## src/design/brar_pkg.sv

```systemverilog
`timescale 1ns / 1ps
// ----------------------------------------------------------------------------
// brar_pkg: shared types and constants for the beacon route table block
// widths, codes, reset values and the controller/datapath command structs
// ----------------------------------------------------------------------------
package brar_pkg;

	localparam int unsigned ROUTE_ENTRIES = 16;
	localparam int unsigned IDX_W = (ROUTE_ENTRIES > 1) ? $clog2(ROUTE_ENTRIES) : 1;
	localparam int unsigned CNT_W = $clog2(ROUTE_ENTRIES + 1);

	localparam logic [31:0] RATE_MAX         = 32'hFFFF_FFFF;
	localparam logic [31:0] RESET_PREV_DELAY = 32'd100000000;
	localparam logic [35:0] ONE_SECOND_Q16   = 36'd65536000000;

	localparam logic [31:0] RESET_EXPIRE    = 32'd10000000;
	localparam logic [24:0] RESET_RATE_STEP = 25'd32768;

	typedef enum logic [1:0] {
		ACT_BEACON = 2'd0,
		ACT_LOOKUP = 2'd1,
		ACT_PURGE  = 2'd2,
		ACT_NONE   = 2'd3
	} action_t;

	typedef enum logic [1:0] {
		CFG_OWN_ADDRESS = 2'd0,
		CFG_EXPIRE_TIME = 2'd1,
		CFG_RATE_STEP   = 2'd2,
		CFG_UNUSED      = 2'd3
	} cfg_index_t;

	typedef enum logic [2:0] {
		ST_OWN_DROP  = 3'd0,
		ST_NEW_FWD   = 3'd1,
		ST_UPD_FWD   = 3'd2,
		ST_REPLACED  = 3'd3,
		ST_IGNORED   = 3'd4,
		ST_FULL      = 3'd5,
		ST_FOUND     = 3'd6,
		ST_NO_ROUTE  = 3'd7
	} status_t;

	// controller to datapath
	typedef struct packed {
		logic load;        // capture the input transaction
		logic scan_clr;    // restart the table scan
		logic scan_step;   // check one entry, advance
		logic rate_pre;    // AIMD update before classification
		logic div_start;   // start the rate divider
		logic div_step;    // one divider iteration
		logic commit;      // write entry / rate, form result
	} dp_cmd_t;

	// datapath to controller
	typedef struct packed {
		logic scan_last;
		logic div_last;
		logic need_div;    // the result needs 1/delay
	} dp_stat_t;

endpackage

```

## src/design/brar_ctrl.sv

```systemverilog
`timescale 1ns / 1ps
// ----------------------------------------------------------------------------
// brar_ctrl: sequencing controller
// walks load, scan, optional divide and result hand-off for one transaction
// ----------------------------------------------------------------------------
module brar_ctrl (
	input  logic               clk,
	input  logic               arst_n,
	input  logic               in_valid,
	output logic               in_ready,
	output logic               out_valid,
	input  logic               out_ready,
	output brar_pkg::dp_cmd_t  cmd,
	input  brar_pkg::dp_stat_t stat
);
	import brar_pkg::*;

	typedef enum logic [4:0] {
		S_IDLE = 5'b00001,
		S_SCAN = 5'b00010,
		S_DIV  = 5'b00100,
		S_DONE = 5'b01000,
		S_OUT  = 5'b10000
	} state_t;

	state_t state_q, state_d;

	assign in_ready  = (state_q == S_IDLE);
	assign out_valid = (state_q == S_OUT);

	always_comb begin
		state_d = state_q;
		cmd     = '0;
		unique case (state_q)
			S_IDLE: begin
				if (in_valid) begin
					cmd.load     = 1'b1;
					cmd.scan_clr = 1'b1;
					state_d      = S_SCAN;
				end
			end
			S_SCAN: begin
				cmd.scan_step = 1'b1;
				if (stat.scan_last) begin
					cmd.rate_pre = 1'b1;
					state_d      = S_DIV;
					cmd.div_start = 1'b1;
				end
			end
			S_DIV: begin
				if (stat.need_div && !stat.div_last) begin
					cmd.div_step = 1'b1;
				end else begin
					state_d = S_DONE;
				end
			end
			S_DONE: begin
				cmd.commit = 1'b1;
				state_d    = S_OUT;
			end
			S_OUT: begin
				if (out_ready) begin
					state_d = S_IDLE;
				end
			end
			default: state_d = S_IDLE;
		endcase
	end

	always_ff @(posedge clk or negedge arst_n) begin
		if (!arst_n) begin
			state_q <= S_IDLE;
		end else begin
			state_q <= state_d;
		end
	end

	a_one_hot: assert property (@(posedge clk) disable iff (!arst_n) $onehot(state_q))
		else $error("state not one-hot");
	a_out_after_done: assert property (@(posedge clk) disable iff (!arst_n)
		$rose(out_valid) |-> $past(state_q == S_DONE))
		else $error("result raised without commit");
	a_ready_excl: assert property (@(posedge clk) disable iff (!arst_n)
		!(in_ready && out_valid))
		else $error("ready while result pending");

endmodule

```

## src/design/brar_dp.sv

```systemverilog
`timescale 1ns / 1ps
// ----------------------------------------------------------------------------
// brar_dp: route table, serial scan, AIMD rate and restoring divider
// ----------------------------------------------------------------------------
module brar_dp (
	input  logic               clk,
	input  logic               arst_n,
	input  brar_pkg::dp_cmd_t  cmd,
	output brar_pkg::dp_stat_t stat,
	input  logic [7:0]         own_address,
	input  logic [31:0]        route_expire_time,
	input  logic [24:0]        rate_step,
	input  logic [1:0]         action,
	input  logic [31:0]        now,
	input  logic [7:0]         beacon_source,
	input  logic [31:0]        beacon_sequence,
	input  logic [7:0]         previous_hop,
	input  logic [15:0]        source_x,
	input  logic [15:0]        source_y,
	input  logic [7:0]         hop_count,
	input  logic [31:0]        sent_time,
	input  logic [7:0]         destination,
	output logic [2:0]         status,
	output logic [7:0]         next_hop,
	output logic [7:0]         forward_hop_count,
	output logic [31:0]        send_rate,
	output logic               purge_done
);
	import brar_pkg::*;

	// table storage, one register per entry
	logic [ROUTE_ENTRIES-1:0] valid_q;
	logic [ROUTE_ENTRIES-1:0] expired_q;
	logic [7:0]  dst_q  [ROUTE_ENTRIES];
	logic [31:0] seq_q  [ROUTE_ENTRIES];
	logic [7:0]  nh_q   [ROUTE_ENTRIES];
	logic [31:0] pos_q  [ROUTE_ENTRIES];
	logic [7:0]  hops_q [ROUTE_ENTRIES];
	logic [31:0] exp_q  [ROUTE_ENTRIES];
	logic [31:0] dly_q  [ROUTE_ENTRIES];

	// captured transaction
	action_t     act_q;
	logic [31:0] now_q, seq_in_q, delay_q;
	logic [7:0]  src_q, phop_q, hcnt_q, dest_q;
	logic [31:0] pos_in_q;

	// scan results
	logic [IDX_W-1:0] idx_q;
	logic             hit_q, free_q;
	logic [IDX_W-1:0] hit_idx_q, free_idx_q;

	// rate state
	logic [31:0] rate_q, prev_delay_q;
	logic        first_q;

	// divider
	logic [35:0] rem_q;
	logic [35:0] quo_q;
	logic [5:0]  div_cnt_q;

	logic [7:0]  key;
	logic        match;
	assign key   = (act_q == ACT_LOOKUP) ? dest_q : src_q;
	assign match = valid_q[idx_q] && (dst_q[idx_q] == key);

	localparam logic [IDX_W-1:0] LAST_IDX = IDX_W'(ROUTE_ENTRIES - 1);
	assign stat.scan_last = (idx_q == LAST_IDX);
	// one quotient bit per step over the 36-bit dividend
	assign stat.div_last  = (div_cnt_q == 6'd36);

	// classification from scan results
	logic is_beacon, own_drop, do_new, do_upd, do_rep;
	assign is_beacon = (act_q == ACT_BEACON);
	assign own_drop  = is_beacon && (src_q == own_address);
	assign do_new    = is_beacon && !own_drop && !hit_q && free_q;
	assign do_upd    = is_beacon && !own_drop && hit_q && (seq_in_q > seq_q[hit_idx_q]);
	assign do_rep    = is_beacon && !own_drop && hit_q && (seq_in_q == seq_q[hit_idx_q])
		&& (delay_q < dly_q[hit_idx_q]);
	assign stat.need_div = is_beacon && (first_q || do_new);

	// AIMD pre-update
	logic [35:0] d10, p11;
	logic [32:0] rsum;
	assign d10  = {4'd0, delay_q} * 36'd10;
	assign p11  = {4'd0, prev_delay_q} * 36'd11;
	assign rsum = {1'b0, rate_q} + {8'd0, rate_step};

	logic [31:0] div_rate;
	assign div_rate = (delay_q == 32'd0 || quo_q[35:32] != 4'd0) ? RATE_MAX : quo_q[31:0];

	logic [35:0] rem_sh;
	logic [36:0] trial;
	assign rem_sh = {rem_q[34:0], quo_q[35]};
	assign trial  = {1'b0, rem_sh} - {5'd0, delay_q};

	logic [7:0] fwd_cnt;
	assign fwd_cnt = (hcnt_q == 8'hFF) ? 8'hFF : hcnt_q + 8'd1;

	logic [IDX_W-1:0] widx;
	assign widx = do_new ? free_idx_q : hit_idx_q;

	always_ff @(posedge clk or negedge arst_n) begin
		if (!arst_n) begin
			valid_q      <= '0;
			rate_q       <= RATE_MAX;
			first_q      <= 1'b1;
			prev_delay_q <= RESET_PREV_DELAY;
			act_q        <= ACT_NONE;
		end else begin
			if (cmd.load) begin
				act_q <= action_t'(action);
			end
			if (cmd.rate_pre && is_beacon) begin
				if (first_q) begin
					prev_delay_q <= RESET_PREV_DELAY;
				end else begin
					rate_q       <= (d10 < p11) ? (rsum[32] ? RATE_MAX : rsum[31:0])
						: {1'b0, rate_q[31:1]};
					prev_delay_q <= delay_q;
				end
			end
			if (cmd.commit) begin
				// first beacon always reloads the rate; a new route again
				if (stat.need_div) begin
					rate_q <= div_rate;
				end
				// first flag held until here so the divide is still requested
				if (is_beacon) begin
					first_q <= 1'b0;
				end
				if (do_new) begin
					valid_q[free_idx_q] <= 1'b1;
				end
			end
		end
	end

	always_ff @(posedge clk) begin
		if (cmd.load) begin
			now_q    <= now;
			seq_in_q <= beacon_sequence;
			delay_q  <= now - sent_time;
			src_q    <= beacon_source;
			phop_q   <= previous_hop;
			hcnt_q   <= hop_count;
			dest_q   <= destination;
			pos_in_q <= {source_x, source_y};
		end
		if (cmd.scan_clr) begin
			idx_q  <= '0;
			hit_q  <= 1'b0;
			free_q <= 1'b0;
		end else if (cmd.scan_step) begin
			if (!stat.scan_last) begin
				idx_q <= idx_q + IDX_W'(1);
			end
			if (match && !hit_q) begin
				hit_q     <= 1'b1;
				hit_idx_q <= idx_q;
			end
			if (!valid_q[idx_q] && !free_q) begin
				free_q     <= 1'b1;
				free_idx_q <= idx_q;
			end
			if (act_q == ACT_PURGE && valid_q[idx_q] && exp_q[idx_q] <= now_q) begin
				expired_q[idx_q] <= 1'b1;
			end
		end
		if (cmd.div_start) begin
			rem_q     <= '0;
			quo_q     <= ONE_SECOND_Q16;
			div_cnt_q <= '0;
		end else if (cmd.div_step) begin
			div_cnt_q <= div_cnt_q + 6'd1;
			if (!trial[36]) begin
				rem_q <= trial[35:0];
				quo_q <= {quo_q[34:0], 1'b1};
			end else begin
				rem_q <= rem_sh;
				quo_q <= {quo_q[34:0], 1'b0};
			end
		end
		if (cmd.commit) begin
			if (do_new) begin
				dst_q[widx] <= src_q;
			end
			if (do_new || do_upd || do_rep) begin
				seq_q[widx]     <= seq_in_q;
				nh_q[widx]      <= phop_q;
				pos_q[widx]     <= pos_in_q;
				hops_q[widx]    <= hcnt_q;
				exp_q[widx]     <= now_q + route_expire_time;
				dly_q[widx]     <= delay_q;
				expired_q[widx] <= 1'b0;
			end
			priority if (act_q == ACT_LOOKUP) begin
				status     <= hit_q ? ST_FOUND : ST_NO_ROUTE;
				next_hop   <= hit_q ? nh_q[hit_idx_q] : 8'd0;
				forward_hop_count <= 8'd0;
			end else if (own_drop) begin
				status <= ST_OWN_DROP;
				next_hop <= 8'd0;
				forward_hop_count <= 8'd0;
			end else if (is_beacon && !hit_q) begin
				status <= free_q ? ST_NEW_FWD : ST_FULL;
				next_hop <= 8'd0;
				forward_hop_count <= free_q ? fwd_cnt : 8'd0;
			end else if (do_upd) begin
				status <= ST_UPD_FWD;
				next_hop <= 8'd0;
				forward_hop_count <= fwd_cnt;
			end else if (do_rep) begin
				status <= ST_REPLACED;
				next_hop <= 8'd0;
				forward_hop_count <= 8'd0;
			end else begin
				status <= ST_IGNORED;
				next_hop <= 8'd0;
				forward_hop_count <= 8'd0;
			end
			purge_done <= (act_q == ACT_PURGE);
		end
	end

	assign send_rate = rate_q;

	// pos_q, hops_q and the expired marks are kept for completeness of the entry
	logic unused_ok;
	assign unused_ok = ^{pos_q[0], hops_q[0], expired_q};

	a_first_clears: assert property (@(posedge clk) disable iff (!arst_n)
		(cmd.commit && is_beacon) |=> !first_q)
		else $error("first beacon flag not cleared");
	a_no_dup_new: assert property (@(posedge clk) disable iff (!arst_n)
		(cmd.commit && do_new) |-> !valid_q[free_idx_q])
		else $error("insert into used slot");
	a_rate_hold_full: assert property (@(posedge clk) disable iff (!arst_n)
		(cmd.commit && !is_beacon) |=> $stable(rate_q))
		else $error("rate changed by non-beacon");

endmodule

```

## src/design/beacon_route_table_with_aimd_rate_core.sv

```systemverilog
`timescale 1ns / 1ps
// ----------------------------------------------------------------------------
// beacon_route_table_with_aimd_rate_core: beacon-fed route table with AIMD rate
// top level: config registers, controller and datapath
// ----------------------------------------------------------------------------
// channel | direction | handshake             | payload
// in      | to core   | in_valid / in_ready   | action .. destination
// out     | from core | out_valid / out_ready | status .. purge_done
// cfg     | to core   | cfg_valid / cfg_ready | cfg_index, cfg_data
//
// one transaction passes load, the table scan (one table entry per cycle),
// 36 divider steps when the rate needs 1/delay, commit and result, then waits
// for the output; its length is set by the serial table scan and the
// bit-serial 1/delay divider
// arst_n clears the table valid bits, rate and config; no clearing pass
// a stalled result holds the core; the next transaction waits for it
// ----------------------------------------------------------------------------
module beacon_route_table_with_aimd_rate_core (
	input  logic        clk,
	input  logic        arst_n,
	input  logic        in_valid,
	output logic        in_ready,
	input  logic [1:0]  action,
	input  logic [31:0] now,
	input  logic [7:0]  beacon_source,
	input  logic [31:0] beacon_sequence,
	input  logic [7:0]  previous_hop,
	input  logic [15:0] source_x,
	input  logic [15:0] source_y,
	input  logic [7:0]  hop_count,
	input  logic [31:0] sent_time,
	input  logic [7:0]  destination,
	output logic        out_valid,
	input  logic        out_ready,
	output logic [2:0]  status,
	output logic [7:0]  next_hop,
	output logic [7:0]  forward_hop_count,
	output logic [31:0] send_rate,
	output logic        purge_done,
	input  logic        cfg_valid,
	output logic        cfg_ready,
	input  logic [1:0]  cfg_index,
	input  logic [31:0] cfg_data
);
	import brar_pkg::*;

	// config registers, always writable
	logic [7:0]  own_address_q;
	logic [31:0] expire_q;
	logic [24:0] rate_step_q;

	assign cfg_ready = 1'b1;

	always_ff @(posedge clk or negedge arst_n) begin
		if (!arst_n) begin
			own_address_q <= 8'd0;
			expire_q      <= RESET_EXPIRE;
			rate_step_q   <= RESET_RATE_STEP;
		end else if (cfg_valid) begin
			unique case (cfg_index_t'(cfg_index))
				CFG_OWN_ADDRESS: own_address_q <= cfg_data[7:0];
				CFG_EXPIRE_TIME: expire_q      <= cfg_data;
				CFG_RATE_STEP:   rate_step_q   <= cfg_data[24:0];
				default: ;
			endcase
		end
	end

	dp_cmd_t  cmd;
	dp_stat_t stat;

	brar_ctrl u_ctrl (
		.clk       (clk),
		.arst_n    (arst_n),
		.in_valid  (in_valid),
		.in_ready  (in_ready),
		.out_valid (out_valid),
		.out_ready (out_ready),
		.cmd       (cmd),
		.stat      (stat)
	);

	brar_dp u_dp (
		.clk               (clk),
		.arst_n            (arst_n),
		.cmd               (cmd),
		.stat              (stat),
		.own_address       (own_address_q),
		.route_expire_time (expire_q),
		.rate_step         (rate_step_q),
		.action            (action),
		.now               (now),
		.beacon_source     (beacon_source),
		.beacon_sequence   (beacon_sequence),
		.previous_hop      (previous_hop),
		.source_x          (source_x),
		.source_y          (source_y),
		.hop_count         (hop_count),
		.sent_time         (sent_time),
		.destination       (destination),
		.status            (status),
		.next_hop          (next_hop),
		.forward_hop_count (forward_hop_count),
		.send_rate         (send_rate),
		.purge_done        (purge_done)
	);

	a_in_hold: assert property (@(posedge clk) disable iff (!arst_n)
		(in_valid && !in_ready) |=> in_valid)
		else $error("input valid dropped");
	a_out_hold: assert property (@(posedge clk) disable iff (!arst_n)
		(out_valid && !out_ready) |=> (out_valid && $stable(status) && $stable(send_rate)))
		else $error("result changed while stalled");
	a_cfg_ready: assert property (@(posedge clk) disable iff (!arst_n) cfg_ready)
		else $error("config port blocked");

endmodule
```

## config.mk

```make
export PLATFORM = sky130hd
export DESIGN_NAME = beacon_route_table_with_aimd_rate_core
export DESIGN_NICKNAME = d
export VERILOG_FILES = /design/src/design/brar_pkg.sv /design/src/design/brar_ctrl.sv /design/src/design/brar_dp.sv /design/src/design/beacon_route_table_with_aimd_rate_core.sv
export SDC_FILE = /design/constraint.sdc
export NUM_CORES = 2
export LEC_CHECK = 0
export BUFFER_PORTS_ARGS = -buffer_cell sky130_fd_sc_hd__buf_4
export CAP_MARGIN = 10
export CORE_UTILIZATION = 50
export DETAILED_ROUTE_END_ITERATION = 10
export GPL_TIMING_DRIVEN = 0
export PLACE_DENSITY = 0.74
export SLEW_MARGIN = 20
export SYNTH_ARGS = -nofsm -noshare
export SYNTH_HDL_FRONTEND = slang
export SYNTH_HIERARCHICAL = 1
export SYNTH_SLANG_ARGS = --single-unit
```

## constraint.sdc

```tcl
create_clock -name clk -period 13 [get_ports clk]
set_input_delay 1.3 -clock clk [delete_from_list [all_inputs] [get_ports clk]]
set_output_delay 1.3 -clock clk [all_outputs]
set_load 0.05 [all_outputs]
```

==> reports/qor_table.md <==
| Item | Value |
| --- | --- |
| Number of nets in the synthesized netlist | 5128 |
| Via count of the first global-routing pass | 45.1k |
| Worst max-slew margin expressed relative to the limit | 0.223 |
| Post-Synthesis Cell Area | 73500 µm² |
| Final-report max-slew violation count | 0 |
| Post-route clock skew | 35.3 ps |
| Antenna violation net count after detailed routing | 0 |
| Max-cap viol count | 0 |
| NumNets Final | 5688 |
| Top-Level Pins | 256 |
| Overall via count from detail_route | 44.1k |
| Worst Tran Pin Value | 1160 ps |
| Maximum number of pins on one net before global-route repair | 78 |
| Bufs and invs on worst path | 13 |
| RD Place Congestion | 0.883 |
| Half-perimeter wire length after placement | 125000 µm |
| Kind of end point of the critical path | register |
| Shortest period the worst path allows | 8980 ps |
| Area added between synthesis and finish | 15.6% |
| Avg Vias per Cell | 6.14 |
| Maximum buffer depth of the clock tree | 3 |
| First-pass GRT wire length | 277000 µm |
| Clk Latency, worst-skew pair | 810 ps |
| Fillcell total | 10.8k |
| Outcome | finished clean |
| Clk pin slew, worst setup/hold paths | 60 ps |
| Sequential Area | 47100 µm² |
| GRT Overall Usage | 0.251 |
| Final worst path period share | 0.691 |
| Worst endpoint data arrival time | 9480 ps |
| Crit-path leading delay family | buffers and inverters |
| Top fanout value on the critical path | 10 |
| Kind of critical path | reg -> reg |
| Number of hold-repair buffers added at the cts stage | 0 |
| First DRT Iteration DRCs | 4499 |
| Met2 track demand over resource in global routing | 0.431 |
| RSZ-0062 raised after global routing | no |
| Most prevalent standard cell on the critical path | sky130_fd_sc_hd__buf_2 |
| Slowest cell on crit path | sky130_fd_sc_hd__a211oi_1 |
| Cell count after synthesis | 4578 |
| Routed length per instance | 25.8 µm |
| Total power divided by cell area | 151 nW/µm² |
| Worst hold path class | in -> async |
| Core area | 146000 µm² |
| Die footprint | 149000 µm² |
| Aggregate negative setup slack | 0 ps |
| Chip Width | 385 µm |
| Peak Freq | 111 MHz |
| Total number of yosys warnings | 6 |
| Iteration count of the initial detailed-routing pass | 6 |
| Clock buffer count from CTS | 158 |
| DRC violation count after routing | 0 |
| Initial Utilization | 0.504 |
| Hold Vio Cnt, Final | 0 |
| Clock Sinks | 1616 |
| Met3 demand-to-capacity share in global routing | 0.0440 |
| Die Span Y | 385 µm |
| Row cnt | 140 |
| Overflow left after global routing | 0 |
| Minimum hold slack | 415 ps |
| Post-CTS Setup Bufs | 0 |
| Fraction of final layout cells with drive strength greater than 1 | 0.230 |
| Layer with the highest usage after global routing | met2 |
| Number of instances resized during post-cts repair | 0 |
| I/O Buffers | 215 |
| Per-instance average area after synthesis | 16.1 µm² |
| Clock tree from TritonCTS | done |
| Worst supply voltage drop on vdd | 0.106 mV |
| Critical Path Source Type | register |
| Total detailed-routing wirelength | 185000 µm |
| Area used by multi-input combinational logic | 24600 µm² |
| CP peak stage delay | 940 ps |
| Final count of negative-setup-slack endpoints | 0 |
| Routing usage on met1 | 0.316 |
| CTS HTree Levels | 4 |
| Pleak | 30.9 nW |
| Power after layout | 12.8 mW |
| Cell at the root of the clock tree | sky130_fd_sc_hd__clkbuf_16 |
| Data required time at the worst endpoint | 13500 ps |
| Antenna violations before repair | 6 |
==> metal layers <==
metal | vias to the layer above | part of all wire
li1 | 19161 | -
met1 | 22512 | 0.38
met2 | 2043 | 0.51
met3 | 368 | 0.077
met4 | 6 | 0.035
met5 | - | 0.00024
==> path summary, 6_finish.rpt <==
kind	slack, ps	cells past startpoint	start	to
hold / removal	410	1	arst_n	rate_step_q[11]
setup / recovery	4020	25	register	u_dp/seq_q[15][19]
setup reg to reg	4020	25	register	u_dp/seq_q[15][19]
min in group clk	460	1	u_dp/valid_q[9]	u_dp/valid_q[9]
max in group asynchronous	11770	2	arst_n	u_dp/prev_delay_q[16]
hold reg to reg	460	1	u_dp/valid_q[9]	u_dp/valid_q[9]
==> per-stage QoR <==
stage          worst slack [ps]   util  instance area, µm²  std cells
3_5_place_dp               4120  0.546               79600       6891
6_report                   4020  0.583               84900       7185
4_1_cts                    3970  0.582               84900       7179
5_1_grt                    3820  0.583               84900       7183
3_3_place_gp             -11180  0.532               77500       6710
2_1_floorplan               458      -               73500       4578
==> where the power goes <==
part	switching, mW	leakage [nW]	internal, mW
Sequential	0.340	14.8	5.97
Clock	2.00	2.55	2.63
Combinational	1.09	13.6	0.780
==> cells in the final DEF (no fill, tap or decap), drive strengths merged, types with 24 or more instances in the layout <==
cell / n
edfxtp: 1404
mux2: 36
nor2b: 38
ha: 316
nand2: 195
and3: 25
mux4: 405
o31ai: 29
nor2: 216
nand3: 72
a211oi: 34
inv: 322
buf: 454
a21oi: 192
dfrtp: 72
clkbuf: 305
dfstp: 49
nor3: 59
xnor2: 82
a311oi: 31
nand4: 35
or3: 24
o21ai: 123
mux2i: 47
fa: 33
o21a: 29
a21o: 66
clkinv: 69
nand2b: 36
dfxtp: 91
xor2: 64
==> registers in the layout (all words and copies together), names as in the netlist, 16 cells and up, named ones only <==
name,flops
u_dp/nh_q,128
u_dp/seq_q,512
u_dp/seq_in_q,32
u_dp/rem_q,35
u_dp/prev_delay_q,32
u_dp/quo_q,36
u_dp/send_rate,32
u_dp/delay_q,32
u_dp/dst_q,128
u_dp/valid_q,16
u_dp/dly_q,512
rate_step_q,25
==> area by class of cell <==
| type | count | share of cell area |
|---|---|---|
| Timing Repair Buffer | 400 | 0.0433 |
| Clock buffer | 193 | 0.0487 |
| Inverter | 316 | 0.0140 |
| Multi-Input combinational cell | 2480 | 0.290 |
| Antenna cell | 2 | 0.0000589 |
| Clock inverter | 95 | 0.0129 |
| Sequential cell | 1616 | 0.554 |
| Buffer | 166 | 0.00854 |
| Tap cell | 1917 | 0.0282 |
Power figures use the tool's default switching activity.
